## src/sv/scrgb_pkg.sv

```systemverilog
`timescale 1ns / 1ps
// ----------------------------------------------------------------------------
// scrgb_pkg - shared types, constants and arithmetic for the colormap block
// Q16 unit format (65536 = 1.0), map codes, ramp and divide-by-constant helpers.
// ----------------------------------------------------------------------------
package scrgb_pkg;

  localparam int IN_FRAC_BITS = 16;
  localparam int OUT_BITS     = 8;
  localparam int LEVEL_W      = IN_FRAC_BITS + 1;
  localparam int Q_FRAC       = 16;
  localparam int Q_W          = Q_FRAC + 1;
  localparam int SW           = 22;
  localparam int MAP_W        = 3;

  typedef logic [LEVEL_W-1:0]   level_t;
  typedef logic [Q_W-1:0]       q_t;
  typedef logic signed [SW-1:0] s_t;
  typedef logic [OUT_BITS-1:0]  pix_t;

  typedef enum logic [MAP_W-1:0] {
    MAP_JET    = 3'd0,
    MAP_HOT    = 3'd1,
    MAP_GRAY   = 3'd2,
    MAP_HSV    = 3'd3,
    MAP_BONE   = 3'd4,
    MAP_COPPER = 3'd5,
    MAP_WHEEL  = 3'd6,
    MAP_WAVE   = 3'd7
  } map_sel_t;

  typedef struct packed {
    q_t red;
    q_t green;
    q_t blue;
  } rgb_q_t;

  localparam level_t LEVEL_ONE = level_t'(1) << IN_FRAC_BITS;

  localparam q_t Q_ONE            = q_t'(65536);
  localparam q_t Q_HALF           = q_t'(32768);
  localparam q_t Q_QUARTER        = q_t'(16384);
  localparam q_t Q_THREE_QUARTERS = q_t'(49152);
  localparam q_t Q_THREE_EIGHTHS  = q_t'(24576);
  localparam q_t Q_THIRD          = q_t'(21845);
  localparam q_t Q_TWO_THIRDS     = q_t'(43691);
  localparam q_t BONE_GRAY        = q_t'(57016);
  localparam q_t BONE_TINT        = q_t'(8520);
  localparam q_t COPPER_RED       = q_t'(85197);
  localparam q_t WAVE_SLOPE       = q_t'(39322);
  localparam q_t WAVE_BASE        = q_t'(19661);
  localparam q_t WAVE_KNEE        = q_t'(52429);
  localparam q_t WAVE_DIP         = q_t'(13107);

  localparam s_t NARROW_PEAK = s_t'(98304);
  localparam s_t WIDE_PEAK   = s_t'(131072);

  // Reciprocals: floor(m * RECIP >> SHIFT) is exact for m < 2**17.
  localparam logic [15:0] RECIP3 = 16'd43691;
  localparam logic [17:0] RECIP9 = 18'd233017;

  function automatic s_t to_s(input q_t v);
    return s_t'({{(SW-Q_W){1'b0}}, v});
  endfunction

  function automatic q_t sat_unit(input s_t v);
    if (v < 0) begin
      return '0;
    end else if (v > to_s(Q_ONE)) begin
      return Q_ONE;
    end
    return v[Q_W-1:0];
  endfunction

  function automatic s_t abs_s(input s_t v);
    return (v < 0) ? -v : v;
  endfunction

  // 1 inside 1/8, 0 beyond 3/8
  function automatic q_t ramp_narrow(input s_t d);
    s_t a;
    a = abs_s(d);
    return sat_unit(NARROW_PEAK - (a <<< 2));
  endfunction

  // 1 inside 1/6, 0 beyond 1/3
  function automatic q_t ramp_wide(input s_t d);
    s_t a;
    a = abs_s(d);
    return sat_unit(WIDE_PEAK - (a <<< 2) - (a <<< 1));
  endfunction

  function automatic logic [15:0] div3(input logic [16:0] m);
    logic [33:0] p;
    p = {17'd0, m} * {18'd0, RECIP3};
    return p[32:17];
  endfunction

  function automatic logic [13:0] div9(input logic [16:0] m);
    logic [34:0] p;
    p = {18'd0, m} * {17'd0, RECIP9};
    return p[34:21];
  endfunction

  // round(n * 8/3), saturated to one; n * 8/3 + 1/3 = 2n + (2n + 1)/3
  function automatic q_t hot_lin(input s_t n);
    logic [14:0] nn;
    logic [16:0] m;
    if (n <= 0) begin
      return '0;
    end else if (n >= to_s(Q_THREE_EIGHTHS)) begin
      return Q_ONE;
    end
    nn = n[14:0];
    m  = {1'b0, nn, 1'b1};
    return q_t'({nn, 1'b0}) + q_t'(div3(m));
  endfunction

  function automatic rgb_q_t jet(input q_t x);
    rgb_q_t c;
    s_t     xs;
    xs      = to_s(x);
    c.red   = ramp_narrow(xs - to_s(Q_THREE_QUARTERS));
    c.green = ramp_narrow(xs - to_s(Q_HALF));
    c.blue  = ramp_narrow(xs - to_s(Q_QUARTER));
    return c;
  endfunction

  function automatic rgb_q_t hot(input q_t x);
    rgb_q_t c;
    s_t     xs;
    xs      = to_s(x);
    c.red   = hot_lin(xs);
    c.green = hot_lin(xs - to_s(Q_THREE_EIGHTHS));
    c.blue  = sat_unit((xs - to_s(Q_THREE_QUARTERS)) <<< 2);
    return c;
  endfunction

  // clamp to one, then rescale from the input fraction width to Q16
  function automatic q_t level_to_q(input level_t lv);
    level_t                    lc;
    logic [LEVEL_W+Q_FRAC-1:0] w;
    lc = (lv > LEVEL_ONE) ? LEVEL_ONE : lv;
    w  = {lc, {Q_FRAC{1'b0}}} >> IN_FRAC_BITS;
    return w[Q_W-1:0];
  endfunction

  // scale Q16 to the output range, half up
  function automatic pix_t quant(input q_t v);
    logic [Q_W+OUT_BITS-1:0] p;
    p = {v, {OUT_BITS{1'b0}}} - (Q_W + OUT_BITS)'(v) + (Q_W + OUT_BITS)'(Q_HALF);
    return p[Q_FRAC+OUT_BITS-1:Q_FRAC];
  endfunction

endpackage

```

## src/sv/scrgb_top_dummy_placeholder.sv

```systemverilog
`timescale 1ns / 1ps
// ----------------------------------------------------------------------------
// scrgb_quant - output scaling stage logic
// Scales the three Q16 channels to the output pixel width, rounding half up.
// ----------------------------------------------------------------------------
module scrgb_quant (
  input  scrgb_pkg::rgb_q_t rgb,
  output scrgb_pkg::pix_t   red,
  output scrgb_pkg::pix_t   green,
  output scrgb_pkg::pix_t   blue
);

  assign red   = scrgb_pkg::quant(rgb.red);
  assign green = scrgb_pkg::quant(rgb.green);
  assign blue  = scrgb_pkg::quant(rgb.blue);

endmodule
```

## config.mk

```make
export PLATFORM = sky130hd
export DESIGN_NAME = scrgb_quant
export DESIGN_NICKNAME = d
export VERILOG_FILES = /design/src/sv/scrgb_pkg.sv /design/src/sv/scrgb_top_dummy_placeholder.sv
export SDC_FILE = /design/constraint.sdc
export NUM_CORES = 1
export LEC_CHECK = 0
export BUFFER_PORTS_ARGS = -buffer_cell sky130_fd_sc_hd__buf_2
export CELL_PAD_IN_SITES_DETAIL_PLACEMENT = 1
export CELL_PAD_IN_SITES_GLOBAL_PLACEMENT = 2
export CORE_UTILIZATION = 26
export DETAILED_ROUTE_END_ITERATION = 7
export MAX_ROUTING_LAYER = met4
export PLACE_DENSITY_LB_ADDON = 0.1
export SYNTH_ARGS = -nofsm -noshare
export SYNTH_HDL_FRONTEND = slang
export SYNTH_SLANG_ARGS = --single-unit
```

## constraint.sdc

```tcl
create_clock -name vclk -period 2.3
set_clock_uncertainty 0.15 [all_clocks]
set_input_delay 0.115 -clock vclk [all_inputs]
set_output_delay 0.115 -clock vclk [all_outputs]
set_load 0.01 [all_outputs]
```

==> impl_metrics.toml <==
[worst_setup_path]
slowest_delay_ps = 310
crit_slowest_cell = "a311o_1"
critical_path.cell_chain = "buf_8 > inv_6 > ha_4 > ha_4 > a211o_1 > o211ai_1 > a311o_1 > a21boi_4 > buf_4 > o31a_1 > a31oi_1 > buf_2"
cp-end-kind = "primary output"
cp_max_fo = 4
crit_top_cell = "ha_4"
crit_path_start_kind = "input port"
critPathKind = "in2out"
worst-endpoint-arrival_ps = 2260
cp.required_ps = 2040

[die]
row_count = 31
core_area_um2 = 7370
dieWidth_um = 89.89
dieArea_um2 = 8079
start_util_pct = 27.25
die_h_um = 89.89
ioPinCount = 75

[logic_synthesis]
synth_warnings = 0
yosys.area.top_type = "ha_1"
netlist.area_leader.share_pct = 42.99
synthDistinctLibCells = 41
yosysMostFrequentCell = "ha_1"
synth_nets = 372
synth_seq_area_share_pct = 0
synth.avg_cell_area_um2 = 7.969
synth_area_um2 = 2008
synth_commonest_cells = "ha_1 (69), inv_1 (41), xnor2_1 (18)"
netlist_instances = 252
synth.area.top_cells = "ha_1 (43%), xnor2_1 (7.9%), inv_1 (7.7%)"

[detailed_routing]
post_drt_wl_per_cell_um = 15.39
drc = 0
drt.antenna.violating_nets = 0
vias = 2530
drt_first_pass_iters = 4
routed_wirelength_mm = 8.034
drt_iter0_markers = 24
avgViaCountPerCell = 4.847

[place]
hpwl_mm = 5.872
portBuffers = 75
dp_worst_setup_slack_ps = -318.0
gp_congestion = 0.8067

[status]
violations = "setup timing"
outcome = "finished with violations"

[global_routing]
grt_pass1_vias = 2676
grt_max_degree = 7
grt_pass1_wl_mm = 12.16
grt_usage_pct = 18.52
grt_antenna_before_repair = 0
grt_overflow_total = 0

[timing]
fin_crit_sh_pct = 109.9
max_slew_margin_pct = 76.28
tns_ps = -2164
slew_viol_final = 0
fmax_mhz = 395.8
rsz0062_at_grt = "yes"
tightest_slew_ps = 350.8
setup_viol = 18
finalHoldViolations = 0
finalCriticalPeriod_ps = 2527
setup_ws_ps = -226.7

[pwr]
power_frac_seq_pct = 0
max-vdd-ir-drop_uv = 139.2
power_switching_w = 0.0005464
swShare_pct = 45.57
internal-power_w = 0.0006527
p_comb_share_pct = 100.0
leakagePower_nw = 2.015
clock_power_share_pct = 0
powerDensity_nw_per_um2 = 290.3

[final_layout]
drive_gt1_share_pct = 66.19
seq_area_um2 = 0
final_nets = 545
antenna_cells = 0
seq_cell_count = 0
synthToLayoutAreaGrowth_pct = 105.7
clock_buffers = 0

[run]
drv_cap = 0

[hold_path]
holdPathEnd = "green[7]"
min-delay-start = "rgb[31]"
hp-class = "in2out"
whs_path_depth = 4

[clock_tree]
cts_hold_buffers = 0
## area by class of cell
class	count	area [µm²]
inverters	41	178.9
repair buffers	171	1255
fillers	852	3239
well taps	99	123.9
multi-input cells	211	2572
## per-stage QoR
| stage | utilization [%] | std cells | instance area, µm² | hold WS (ps) | power [W] |
|---|---|---|---|---|---|
| floorplan | - | 252 | 2051 | 284.7 | 0.0004854 |
| global placement | 42.14 | 500 | 3105 | 489.4 | 0.0008573 |
| detailed placement | 42.14 | 500 | 3105 | 501.7 | 0.0008767 |
| CTS | 52.24 | 515 | 3850 | 500.7 | 0.001085 |
| global route | 56.04 | 522 | 4130 | 533.7 | 0.001301 |
| finish | 56.04 | 522 | 4130 | 507.7 | 0.001199 |
## cell usage in the layout (no fill, tap or decap), types with 6 or more instances in the layout
master / instances
buf_2: 58
buf_4: 89
nor2_1: 9
ha_4: 34
inv_2: 12
xnor2_1: 16
ha_1: 30
a21o_1: 10
a21oi_1: 7
buf_8: 7
buf_6: 17
a21oi_2: 6
inv_1: 22
## worst max-delay path, delay by kind of cell
| kind | cells | cell delay, ps |
|---|---|---|
| buf+inv | 4 | 420 |
| compound gates | 6 | 1260 |
| fa+ha+maj | 2 | 450 |
## kinds of logic after synthesis
kind of cell,after synthesis,synth area share [%]
xor gates and xnor gates,23,10.03
and+or+nand+nor,49,13.65
AOI/OAI and AO/OA,70,25.67
adders and majority gates,69,42.99
buffers and inverters,41,7.664
## what timing repair did
item | 4_1_cts | 5_1_grt
setup buffers | 15 | 9
resized for setup | 109 | 50
endpoints found under the setup margin | 22 | 24
pin swaps | 60 | 39
## worst max path at each step
stage / startpoint / endpoint / depth (start not counted)
2_1_floorplan: rgb[46] / red[7] / 9
3_3_place_gp: rgb[27] / green[7] / 11
3_5_place_dp: rgb[27] / green[7] / 11
4_1_cts: rgb[47] / red[7] / 11
5_1_grt: rgb[12] / blue[5] / 12
6_report: rgb[10] / blue[4] / 12
## layer usage
| metal | wire [µm] | vias up | GRT usage, % |
|---|---|---|---|
| met5 | 0 | - | - |
| met4 | 29 | 0 | 0.2688 |
| met3 | 165 | 4 | 0.2538 |
| met2 | 4481 | 45 | 38.27 |
| met1 | 3357 | 1204 | 20.73 |
| li1 | - | 1277 | - |
## power groups by stage
stage | logic, W | clock network, W | registers, W
after global placement | 0.000857 | 0 | 0
after CTS | 0.00109 | 0 | 0
final | 0.00120 | 0 | 0
after floorplan | 0.000485 | 0 | 0
after global routing | 0.00130 | 0 | 0
after detailed placement | 0.000877 | 0 | 0
Note: power is estimated with default switching activity, not from simulation.
